<file path="config.mk">
export PLATFORM = sky130hd
export DESIGN_NAME = frame_time_domain_features_unit_flat
export DESIGN_NICKNAME = d
export VERILOG_FILES = /design/src/sv/ftdf_pkg.sv /design/src/sv/ftdf_ifaces.sv /design/src/sv/ftdf_accum.sv /design/src/sv/ftdf_div.sv /design/src/sv/ftdf_sqrt.sv /design/src/sv/frame_time_domain_features_unit.sv /design/src/flat_wrapper.sv
export SDC_FILE = /design/constraint.sdc
export NUM_CORES = 1
export LEC_CHECK = 0
export BUFFER_PORTS_ARGS = -buffer_cell sky130_fd_sc_hd__buf_4
export CAP_MARGIN = 20
export CORE_ASPECT_RATIO = 0.9
export CORE_MARGIN = 2
export CORE_UTILIZATION = 50
export DETAILED_ROUTE_END_ITERATION = 7
export HOLD_SLACK_MARGIN = 0.08
export PLACE_DENSITY = 0.66
export SLEW_MARGIN = 20
export SYNTH_ARGS = -nofsm -noshare
export SYNTH_HDL_FRONTEND = slang
export SYNTH_SLANG_ARGS = --single-unit
</file>
<file path="constraint.sdc">
create_clock -name clk -period 4.4 [get_ports clk]
set_clock_uncertainty 0.2 [all_clocks]
set_input_delay 0.22 -clock clk [delete_from_list [all_inputs] [get_ports clk]]
set_output_delay 0.22 -clock clk [all_outputs]
set_load 0.03 [all_outputs]
</file>
<file path="src/sv/ftdf_pkg.sv">
// Package for the frame feature unit: widths, limits and shared types.
// Depends on nothing; all other files but the assertion header import it.
package ftdf_pkg;

	localparam int SAMPLE_W    = 16;
	localparam int MAX_FRAME   = 4096;
	localparam int CNT_W       = 13;
	localparam int CROSS_W     = 12;
	localparam int SQ_W        = 2 * SAMPLE_W;
	localparam int SUM_W       = 43;
	localparam int ZCR_W       = 17;
	localparam int RMS_W       = 16;
	localparam int CREST_W     = 19;
	localparam int CREST_LIMIT = 262144;
	localparam int ZCR_SHIFT   = 16;
	localparam int CREST_SHIFT = 12;

	// Bit-serial divider: one quotient bit per cycle
	localparam int DIV_W      = 43;
	localparam int DIVS_W     = 16;
	localparam int DIV_CNT_W  = $clog2(DIV_W + 1);

	// Bit-serial square root: one root bit (two radicand bits) per cycle
	localparam int RAD_W      = 2 * RMS_W;
	localparam int SQR_REM_W  = RMS_W + 2;
	localparam int SQR_CNT_W  = $clog2(RMS_W + 1);

	// Frame statistics handed from the accumulator to the sequencer
	typedef struct packed {
		logic [CROSS_W-1:0]  crossings;
		logic [CNT_W-1:0]    count;
		logic [SUM_W-1:0]    sum;
		logic [SAMPLE_W-1:0] peak;
		logic                overflow;
	} ftdf_stats_t;

endpackage

</file>
<file path="src/sv/ftdf_ifaces.sv">
// Valid/ready channel interfaces of the frame feature unit.
// Depends on ftdf_pkg for the payload widths.
interface ftdf_sample_if import ftdf_pkg::*; ();
	logic                       valid;
	logic                       ready;
	logic signed [SAMPLE_W-1:0] sample;
	logic                       frame_end;

	modport source (output valid, output sample, output frame_end, input ready);
	modport sink (input valid, input sample, input frame_end, output ready);
endinterface

interface ftdf_feat_if import ftdf_pkg::*; ();
	logic               valid;
	logic               ready;
	logic [ZCR_W-1:0]   zcr_q16;
	logic [RMS_W-1:0]   rms_level;
	logic [CREST_W-1:0] crest_q12;
	logic [CNT_W-1:0]   frame_length;
	logic               frame_overflow;

	modport source (output valid, output zcr_q16, output rms_level, output crest_q12,
		output frame_length, output frame_overflow, input ready);
	modport sink (input valid, input zcr_q16, input rms_level, input crest_q12,
		input frame_length, input frame_overflow, output ready);
endinterface

</file>
<file path="src/sv/ftdf_accum.sv">
// Per-sample accumulator: crossings, sample count, peak, sum of squares.
// Depends on ftdf_pkg.
module ftdf_accum import ftdf_pkg::*; (
	input  logic                       clk,
	input  logic                       arst_n,
	input  logic                       take,
	input  logic signed [SAMPLE_W-1:0] sample,
	input  logic                       clear,
	output ftdf_stats_t                stats
);

	logic                prev_nonneg_q;
	logic [CROSS_W-1:0]  cross_q;
	logic [CNT_W-1:0]    count_q;
	logic [SUM_W-1:0]    sum_q;
	logic [SAMPLE_W-1:0] peak_q;
	logic                ovf_q;
	logic [SQ_W-1:0]     sq_s1;
	logic                sq_vld_s1;

	logic [SAMPLE_W-1:0] sample_u;
	logic [SAMPLE_W-1:0] mag;
	logic                nonneg;
	logic                room;

	// Magnitude and sign of the incoming sample
	assign sample_u = sample;
	assign nonneg   = ~sample_u[SAMPLE_W-1];
	assign mag      = sample_u[SAMPLE_W-1] ? (~sample_u + 1'b1) : sample_u;
	assign room     = count_q < CNT_W'(MAX_FRAME);

	// Count, crossings, peak; drop samples past the frame limit
	always_ff @(posedge clk or negedge arst_n) begin
		if (!arst_n) begin
			prev_nonneg_q <= 1'b0;
			cross_q       <= '0;
			count_q       <= '0;
			peak_q        <= '0;
			ovf_q         <= 1'b0;
			sq_vld_s1     <= 1'b0;
		end else if (clear) begin
			prev_nonneg_q <= 1'b0;
			cross_q       <= '0;
			count_q       <= '0;
			peak_q        <= '0;
			ovf_q         <= 1'b0;
			sq_vld_s1     <= 1'b0;
		end else begin
			sq_vld_s1 <= take && room;
			if (take) begin
				if (room) begin
					if (count_q != '0 && nonneg != prev_nonneg_q) begin
						cross_q <= cross_q + 1'b1;
					end
					prev_nonneg_q <= nonneg;
					if (mag > peak_q) begin
						peak_q <= mag;
					end
					count_q <= count_q + 1'b1;
				end else begin
					ovf_q <= 1'b1;
				end
			end
		end
	end

	// Square in the accept cycle, add in the cycle after
	always_ff @(posedge clk) begin
		sq_s1 <= mag * mag;
	end

	always_ff @(posedge clk or negedge arst_n) begin
		if (!arst_n) begin
			sum_q <= '0;
		end else if (clear) begin
			sum_q <= '0;
		end else if (sq_vld_s1) begin
			sum_q <= sum_q + SUM_W'(sq_s1);
		end
	end

	assign stats.crossings = cross_q;
	assign stats.count     = count_q;
	assign stats.sum       = sum_q;
	assign stats.peak      = peak_q;
	assign stats.overflow  = ovf_q;

endmodule

</file>
<file path="src/sv/ftdf_div.sv">
// Restoring divider, one quotient bit per cycle.
// Depends on ftdf_pkg. Divisor must be nonzero.
module ftdf_div import ftdf_pkg::*; (
	input  logic              clk,
	input  logic              arst_n,
	input  logic              start,
	input  logic [DIV_W-1:0]  dividend,
	input  logic [DIVS_W-1:0] divisor,
	output logic              done,
	output logic [DIV_W-1:0]  quotient
);

	logic [DIV_W-1:0]     quo_q;
	logic [DIVS_W-1:0]    rem_q;
	logic [DIVS_W-1:0]    dvs_q;
	logic [DIV_CNT_W-1:0] cnt_q;
	logic                 busy_q;
	logic                 done_q;

	logic [DIVS_W:0] trial;
	logic [DIVS_W:0] diff;
	logic            fits;

	// Shift in the next dividend bit and try a subtract
	assign trial = {rem_q, quo_q[DIV_W-1]};
	assign diff  = trial - {1'b0, dvs_q};
	assign fits  = trial >= {1'b0, dvs_q};

	always_ff @(posedge clk or negedge arst_n) begin
		if (!arst_n) begin
			busy_q <= 1'b0;
			done_q <= 1'b0;
			cnt_q  <= '0;
		end else begin
			done_q <= 1'b0;
			if (start) begin
				busy_q <= 1'b1;
				cnt_q  <= DIV_CNT_W'(DIV_W);
			end else if (busy_q) begin
				cnt_q <= cnt_q - 1'b1;
				if (cnt_q == DIV_CNT_W'(1)) begin
					busy_q <= 1'b0;
					done_q <= 1'b1;
				end
			end
		end
	end

	always_ff @(posedge clk) begin
		if (start) begin
			quo_q <= dividend;
			rem_q <= '0;
			dvs_q <= divisor;
		end else if (busy_q) begin
			quo_q <= {quo_q[DIV_W-2:0], fits};
			rem_q <= fits ? diff[DIVS_W-1:0] : trial[DIVS_W-1:0];
		end
	end

	assign done     = done_q;
	assign quotient = quo_q;

endmodule

</file>
<file path="src/sv/ftdf_sqrt.sv">
// Digit-by-digit integer square root, one root bit per cycle.
// Depends on ftdf_pkg.
module ftdf_sqrt import ftdf_pkg::*; (
	input  logic             clk,
	input  logic             arst_n,
	input  logic             start,
	input  logic [RAD_W-1:0] radicand,
	output logic             done,
	output logic [RMS_W-1:0] root
);

	logic [RAD_W-1:0]     rad_q;
	logic [SQR_REM_W-1:0] rem_q;
	logic [RMS_W-1:0]     root_q;
	logic [SQR_CNT_W-1:0] cnt_q;
	logic                 busy_q;
	logic                 done_q;

	logic [SQR_REM_W+1:0] trial_rem;
	logic [SQR_REM_W+1:0] trial;
	logic [SQR_REM_W+1:0] diff;
	logic                 fits;

	// Bring down two radicand bits and test root*4+1
	assign trial_rem = {rem_q, rad_q[RAD_W-1 -: 2]};
	assign trial     = {2'b00, root_q, 2'b01};
	assign diff      = trial_rem - trial;
	assign fits      = trial_rem >= trial;

	always_ff @(posedge clk or negedge arst_n) begin
		if (!arst_n) begin
			busy_q <= 1'b0;
			done_q <= 1'b0;
			cnt_q  <= '0;
		end else begin
			done_q <= 1'b0;
			if (start) begin
				busy_q <= 1'b1;
				cnt_q  <= SQR_CNT_W'(RMS_W);
			end else if (busy_q) begin
				cnt_q <= cnt_q - 1'b1;
				if (cnt_q == SQR_CNT_W'(1)) begin
					busy_q <= 1'b0;
					done_q <= 1'b1;
				end
			end
		end
	end

	always_ff @(posedge clk) begin
		if (start) begin
			rad_q  <= radicand;
			rem_q  <= '0;
			root_q <= '0;
		end else if (busy_q) begin
			rad_q  <= {rad_q[RAD_W-3:0], 2'b00};
			rem_q  <= fits ? diff[SQR_REM_W-1:0] : trial_rem[SQR_REM_W-1:0];
			root_q <= {root_q[RMS_W-2:0], fits};
		end
	end

	assign done = done_q;
	assign root = root_q;

endmodule

</file>
<file path="src/sv/frame_time_domain_features_unit.sv">
// Frame time-domain features: zero-crossing rate, RMS level, crest factor.
// Channels: samples (sink) carries a signed Q1.15 sample and a frame_end flag;
// features (source) carries one result per frame. Both are valid/ready; a
// transaction completes on a clock edge with valid and ready high.
// During a frame one sample is taken every cycle. After the frame_end sample
// the unit stops taking samples while it finishes the frame: mean square by
// the bit-serial divider, root by the bit-serial square root, then the
// zero-crossing rate and crest factor by the same divider (the rate is
// skipped for a single-sample frame, the crest factor for a silent one).
// The result sits in an output register: while it waits for the receiver the
// next frame's samples are taken; only the end of that next frame waits for
// the register to empty.
// Samples past 4096 in a frame are dropped and flagged in frame_overflow.
// Reset (arst_n low) clears the frame statistics and drops a pending result.
// Depends on ftdf_pkg, ftdf_ifaces, ftdf_accum, ftdf_div and ftdf_sqrt.
module frame_time_domain_features_unit import ftdf_pkg::*; (
	input  logic         clk,
	input  logic         arst_n,
	ftdf_sample_if.sink  samples,
	ftdf_feat_if.source  features
);

	localparam logic [3:0] ST_ACC     = 4'd0;
	localparam logic [3:0] ST_DRAIN   = 4'd1;
	localparam logic [3:0] ST_MS_GO   = 4'd2;
	localparam logic [3:0] ST_MS_WAIT = 4'd3;
	localparam logic [3:0] ST_SQ_GO   = 4'd4;
	localparam logic [3:0] ST_SQ_WAIT = 4'd5;
	localparam logic [3:0] ST_ZC_GO   = 4'd6;
	localparam logic [3:0] ST_ZC_WAIT = 4'd7;
	localparam logic [3:0] ST_CR_GO   = 4'd8;
	localparam logic [3:0] ST_CR_WAIT = 4'd9;
	localparam logic [3:0] ST_DONE    = 4'd10;

	logic [3:0]         state_q;
	logic [3:0]         state_d;
	logic [ZCR_W-1:0]   zcr_q;
	logic [RMS_W-1:0]   rms_q;
	logic [CREST_W-1:0] crest_q;

	logic               out_valid_q;
	logic [ZCR_W-1:0]   out_zcr_q;
	logic [RMS_W-1:0]   out_rms_q;
	logic [CREST_W-1:0] out_crest_q;
	logic [CNT_W-1:0]   out_len_q;
	logic               out_ovf_q;

	ftdf_stats_t        stats;
	logic               in_take;
	logic               out_take;
	logic               load_out;
	logic               n_ge2;

	logic               div_start;
	logic [DIV_W-1:0]   div_dividend;
	logic [DIVS_W-1:0]  div_divisor;
	logic               div_done;
	logic [DIV_W-1:0]   div_quo;
	logic               sqrt_start;
	logic               sqrt_done;
	logic [RMS_W-1:0]   sqrt_root;

	assign samples.ready = (state_q == ST_ACC);
	assign in_take       = samples.valid && samples.ready;
	assign out_take      = out_valid_q && features.ready;
	assign load_out      = (state_q == ST_DONE) && (!out_valid_q || features.ready);
	assign n_ge2         = stats.count >= CNT_W'(2);

	ftdf_accum u_accum (
		.clk    (clk),
		.arst_n (arst_n),
		.take   (in_take),
		.sample (samples.sample),
		.clear  (load_out),
		.stats  (stats)
	);

	// Pick operands for the shared divider by phase
	always_comb begin
		div_start    = 1'b0;
		div_dividend = stats.sum;
		div_divisor  = DIVS_W'(stats.count);
		case (state_q)
			ST_MS_GO: begin
				div_start = 1'b1;
			end
			ST_ZC_GO: begin
				div_start    = 1'b1;
				div_dividend = DIV_W'({stats.crossings, ZCR_SHIFT'(0)});
				div_divisor  = DIVS_W'(stats.count) - 1'b1;
			end
			ST_CR_GO: begin
				div_start    = 1'b1;
				div_dividend = DIV_W'({stats.peak, CREST_SHIFT'(0)});
				div_divisor  = rms_q;
			end
			default: begin
				div_start = 1'b0;
			end
		endcase
	end

	assign sqrt_start = (state_q == ST_SQ_GO);

	ftdf_div u_div (
		.clk      (clk),
		.arst_n   (arst_n),
		.start    (div_start),
		.dividend (div_dividend),
		.divisor  (div_divisor),
		.done     (div_done),
		.quotient (div_quo)
	);

	ftdf_sqrt u_sqrt (
		.clk      (clk),
		.arst_n   (arst_n),
		.start    (sqrt_start),
		.radicand (div_quo[RAD_W-1:0]),
		.done     (sqrt_done),
		.root     (sqrt_root)
	);

	// Sequence the end-of-frame computations
	always_comb begin
		state_d = state_q;
		case (state_q)
			ST_ACC:     if (in_take && samples.frame_end) state_d = ST_DRAIN;
			ST_DRAIN:   state_d = ST_MS_GO;
			ST_MS_GO:   state_d = ST_MS_WAIT;
			ST_MS_WAIT: if (div_done) state_d = ST_SQ_GO;
			ST_SQ_GO:   state_d = ST_SQ_WAIT;
			ST_SQ_WAIT: begin
				if (sqrt_done) begin
					if (n_ge2) begin
						state_d = ST_ZC_GO;
					end else if (sqrt_root != '0) begin
						state_d = ST_CR_GO;
					end else begin
						state_d = ST_DONE;
					end
				end
			end
			ST_ZC_GO:   state_d = ST_ZC_WAIT;
			ST_ZC_WAIT: begin
				if (div_done) begin
					state_d = (rms_q != '0) ? ST_CR_GO : ST_DONE;
				end
			end
			ST_CR_GO:   state_d = ST_CR_WAIT;
			ST_CR_WAIT: if (div_done) state_d = ST_DONE;
			ST_DONE:    if (load_out) state_d = ST_ACC;
			default:    state_d = ST_ACC;
		endcase
	end

	always_ff @(posedge clk or negedge arst_n) begin
		if (!arst_n) begin
			state_q <= ST_ACC;
		end else begin
			state_q <= state_d;
		end
	end

	// Clear rate and crest on drain; capture each feature value as its unit finishes
	always_ff @(posedge clk) begin
		if (state_q == ST_DRAIN) begin
			zcr_q   <= '0;
			crest_q <= '0;
		end
		if (state_q == ST_SQ_WAIT && sqrt_done) begin
			rms_q <= sqrt_root;
		end
		if (state_q == ST_ZC_WAIT && div_done) begin
			zcr_q <= div_quo[ZCR_W-1:0];
		end
		if (state_q == ST_CR_WAIT && div_done) begin
			crest_q <= (div_quo > DIV_W'(CREST_LIMIT)) ? CREST_W'(CREST_LIMIT)
				: div_quo[CREST_W-1:0];
		end
	end

	// Hold the result until the receiver takes it
	always_ff @(posedge clk or negedge arst_n) begin
		if (!arst_n) begin
			out_valid_q <= 1'b0;
		end else if (load_out) begin
			out_valid_q <= 1'b1;
		end else if (out_take) begin
			out_valid_q <= 1'b0;
		end
	end

	always_ff @(posedge clk) begin
		if (load_out) begin
			out_zcr_q   <= zcr_q;
			out_rms_q   <= rms_q;
			out_crest_q <= crest_q;
			out_len_q   <= stats.count;
			out_ovf_q   <= stats.overflow;
		end
	end

	assign features.valid          = out_valid_q;
	assign features.zcr_q16        = out_zcr_q;
	assign features.rms_level      = out_rms_q;
	assign features.crest_q12      = out_crest_q;
	assign features.frame_length   = out_len_q;
	assign features.frame_overflow = out_ovf_q;

endmodule

</file>
<file path="src/flat_wrapper.sv">
// flat-port wrapper written by rule: the top's interface ports become plain ports
module frame_time_domain_features_unit_flat import ftdf_pkg::*;
  (clk, arst_n, samples_valid, samples_sample, samples_frame_end, samples_ready, features_valid, features_zcr_q16, features_rms_level, features_crest_q12, features_frame_length, features_frame_overflow, features_ready);
  ftdf_sample_if samples_i ();
  ftdf_feat_if features_i ();
  input  logic clk;
  input  logic arst_n;
  input wire logic [$bits(samples_i.valid)-1:0] samples_valid;
  input wire logic [$bits(samples_i.sample)-1:0] samples_sample;
  input wire logic [$bits(samples_i.frame_end)-1:0] samples_frame_end;
  output wire logic [$bits(samples_i.ready)-1:0] samples_ready;
  output wire logic [$bits(features_i.valid)-1:0] features_valid;
  output wire logic [$bits(features_i.zcr_q16)-1:0] features_zcr_q16;
  output wire logic [$bits(features_i.rms_level)-1:0] features_rms_level;
  output wire logic [$bits(features_i.crest_q12)-1:0] features_crest_q12;
  output wire logic [$bits(features_i.frame_length)-1:0] features_frame_length;
  output wire logic [$bits(features_i.frame_overflow)-1:0] features_frame_overflow;
  input wire logic [$bits(features_i.ready)-1:0] features_ready;
  assign samples_i.valid = samples_valid;
  assign samples_i.sample = samples_sample;
  assign samples_i.frame_end = samples_frame_end;
  assign samples_ready = samples_i.ready;
  assign features_valid = features_i.valid;
  assign features_zcr_q16 = features_i.zcr_q16;
  assign features_rms_level = features_i.rms_level;
  assign features_crest_q12 = features_i.crest_q12;
  assign features_frame_length = features_i.frame_length;
  assign features_frame_overflow = features_i.frame_overflow;
  assign features_i.ready = features_ready;
  frame_time_domain_features_unit u_core (.clk(clk), .arst_n(arst_n), .samples(samples_i), .features(features_i));
endmodule
</file>
==> qor.yml <==
routing:
  routedWlPerCell_um: 18.3
  routed_wl_um: 67700
  viasPerCell: 5.52
  detail-route-antenna-nets: 0
  drc_errors: 0
  drt_iter0_drc: 1457
  vias: 20400
  dr.pass1.iters: 5
finish:
  n_fill_cell: 4312
  layout-drive-gt1-share_pct: 19.3
  regArea_um2: 10600
  syn_to_final_growth_pct: 21.5
  finalInstanceArea_um2: 32200
  diodes: 0
  final_nets: 3334
  multi_input_area_um2: 15300
sta:
  worst_slack_ns: -2.39
  drv_slew: 0
  fin_tns_setup_ns: -47.67
  max_clock_freq_mhz: 147
  maxSlewHeadroom_pct: 23.9
  min_period_ns: 6.79
  tightest_slew_ns: 1.13
  fin_crit_sh_pct: 154
  finalHoldViolCount: 0
  finalSetupViolCount: 25
  timing.hold.ws_ns: 0.0930
  rsz0062_at_grt: "yes"
setup_path:
  cpPeakStageDelay_ns: 0.51
  slowest_stage: "fa_1"
  path_class: "in -> reg"
  r2r-end: "u_core.u_accum.sum_q[40]"
  cp_common_cell: "fa_1"
  r2r-start: "u_core.u_accum.sum_q[0]"
  r2r_slack_ns: 0.49
  critPathRequiredTime_ns: 4.69
  end_kind: "register"
  rr_worst_depth: 11
  crit_arrival_ns: 7.08
  start_kind: "input pin"
  path_max_fanout: 7
die:
  coreArea_um2: 52800
  start_util_pct: 50.3
  dieWidth_um: 247
  pin_count: 89
  die_h_um: 223
  num_rows: 80
  die_area_um2: 54900
global_route:
  grt_antenna_before_repair: 0
  grt_pass1_wl_um: 110000
  grt_max_degree: 83
  grt_util_all_layers_pct: 25.4
  gr-total-overflow: 0
  grt_pass1_vias: 20800
synthesis:
  avgSynthCellArea_um2: 9.97
  ys_seq_elements: 397
  ys_types: 81
  synth_edf_count: 209
  synth_cells: 2661
  synth-main-ff-cell: "edfxtp_1"
  synth_warnings: 0
  synth_async_sr_flop_share_pct: 27.0
  ys_seq_area_share_pct: 39.9
  synth.cell_area_um2: 26500
cts:
  clock_sinks: 397
  cts_root_buffer: "clkbuf_16"
  cts.clk_slew.worst_paths_ns: 0.06
  cts_tree: "done"
  clock_latency_ns: 0.59
  clockBufferDepth: 3
  cts_max_level: 2
  numCtsBuffers: 43
min_path:
  hold_class: "in -> async"
placement:
  dp_hpwl_um: 51200
  post_dp_cell_area_um2: 29900
  io_buffer_count: 88
  routabilityCongestion: 0.913
run_status:
  status: "complete, but fails checks"
  violations: "negative setup slack"
run:
  maxCapViolCount: 0
synth_stat cells, drive strengths merged, types with 5 or more instances:
master   count  area share (%)
a2111oi      5            0.19
o21bai      10            0.28
nand4       15            0.35
nor4        22            0.54
clkbuf      93             1.3
nor2b       19            0.45
xor2        56             1.9
ha         186             8.8
or2          5            0.12
nand3b      11            0.31
a222oi       5            0.19
and2        45             1.1
a21o        50             1.4
mux2i       62             2.3
xnor2       76             2.5
nor3        32            0.60
a21oi      120             2.3
or4          6            0.18
a211oi      22            0.62
o22ai       13            0.31
fa         166              13
o31ai        9            0.27
o21ai      131             2.5
nand2      272             3.8
o211ai      13            0.37
or3         20            0.49
inv        325             4.6
edfxtp     209              24
clkinv       8            0.11
buf          8            0.15
o21a        14            0.40
dfrtp      107              10
dfxtp       81             6.1
nor2       225             3.2
nand2b      24            0.57
a22o        27            0.89
a221oi      11            0.36
a21boi       6            0.17
a31oi       17            0.40
and3        18            0.42
nand3       55             1.0
o2111ai      6            0.20
timing repair:
| item | CTS | global route |
|---|---|---|
| hold buffers | 9 | 0 |
| resized for setup | 75 | 57 |
| hold endpoints to repair | 73 | 0 |
| setup endpoints to repair | 26 | 26 |
| buffers inserted | 27 | 10 |
| pin swaps | 56 | 38 |
logic make-up (layout without fill, tap and decap cells):
logic type                 Yosys count  in the layout  share of synthesized area, %
buffers and inverters              434            760                          6.18
AOI/OAI and AO/OA                  495            495                          12.1
adders and majority gates          352            352                          21.3
other                                2             11                        0.0283
muxes                               65             65                          2.47
DFF                                397            397                          39.9
xor gates and xnor gates           132            132                          4.41
and+or+nand+nor                    784            784                          13.7
stage by stage:
stage                     worst slack (ns)  utilization [%]  instances
after global placement               -2.99             56.6       3569
after detailed placement             -3.07             56.6       3569
after CTS                            -2.38             60.4       3684
after global routing                 -2.66             61.1       3693
after floorplan                      -2.71                -       2670
final                                -2.39             61.1       3693
worst max-delay path by stage:
stage,from,to
3_5_place_dp,samples_sample[0],u_core.u_accum.sq_s1[30]
4_1_cts,samples_sample[2],u_core.u_accum.sq_s1[27]
2_1_floorplan,samples_sample[2],u_core.u_accum.sq_s1[27]
6_report,samples_sample[2],u_core.u_accum.sq_s1[19]
5_1_grt,samples_sample[2],u_core.u_accum.sq_s1[19]
3_3_place_gp,samples_sample[0],u_core.u_accum.sq_s1[30]
area by class of cell:
class / count / area share (%)
inverters: 333 / 4.00
well taps: 697 / 2.71
repair buffers: 347 / 8.72
flip-flops and latches: 397 / 32.8
clock buffers: 58 / 3.61
clock inverters: 22 / 0.714
multi-input cells: 1839 / 47.4
worst max-delay path, delay by kind of cell:
| kind | cells | cell delay [ns] |
|---|---|---|
| adders and majority gates | 7 | 3.10 |
| and+or+nand+nor | 7 | 1.68 |
| buffers and inverters | 10 | 1.00 |
| AOI/OAI and AO/OA | 4 | 0.71 |
| xor gates and xnor gates | 2 | 0.33 |
routing by layer:
layer	up-vias	track usage (%)	part of all wire [%]
met5	-	0	0
met4	0	8.32	3.4
met3	123	4.22	6.3
met2	588	41.8	47
met1	10000	34.3	43
li1	9669	-	-
sequential cells by signal (all words and copies together), names as in the netlist, 17 cells and up:
| name | cells |
|---|---|
| u_core.crest_q | 19 |
| u_core.features.crest_q12 | 19 |
| u_core.features.zcr_q16 | 17 |
| u_core.u_accum.sq_s1 | 31 |
| u_core.u_accum.sum_q | 43 |
| u_core.u_div.quotient | 43 |
| u_core.u_sqrt.rad_q | 32 |
| u_core.u_sqrt.rem_q | 18 |
| u_core.zcr_q | 17 |
placed cells by master, fill, tap and decap left out, types with 17 or more instances in the layout:
cell,count
ha_1,169
fa_1,162
o21ai_0,115
a21o_1,50
nand2b_1,21
dfrtp_1,105
nor4_1,21
edfxtp_1,209
nand2_1,256
and2_1,44
inv_1,302
xnor2_1,66
a21oi_1,104
or3_1,17
nor2_1,213
buf_4,308
buf_6,22
nand3_1,53
dfxtp_1,81
nor2b_1,17
nor3_1,26
a22o_1,27
xor2_1,47
mux2i_1,62
a211oi_1,21
inv_2,22
clkbuf_16,43
Power is left out: the tool's default activity adds up to more than one toggle a clock period on the data nets, which glitch-free logic cannot reach.
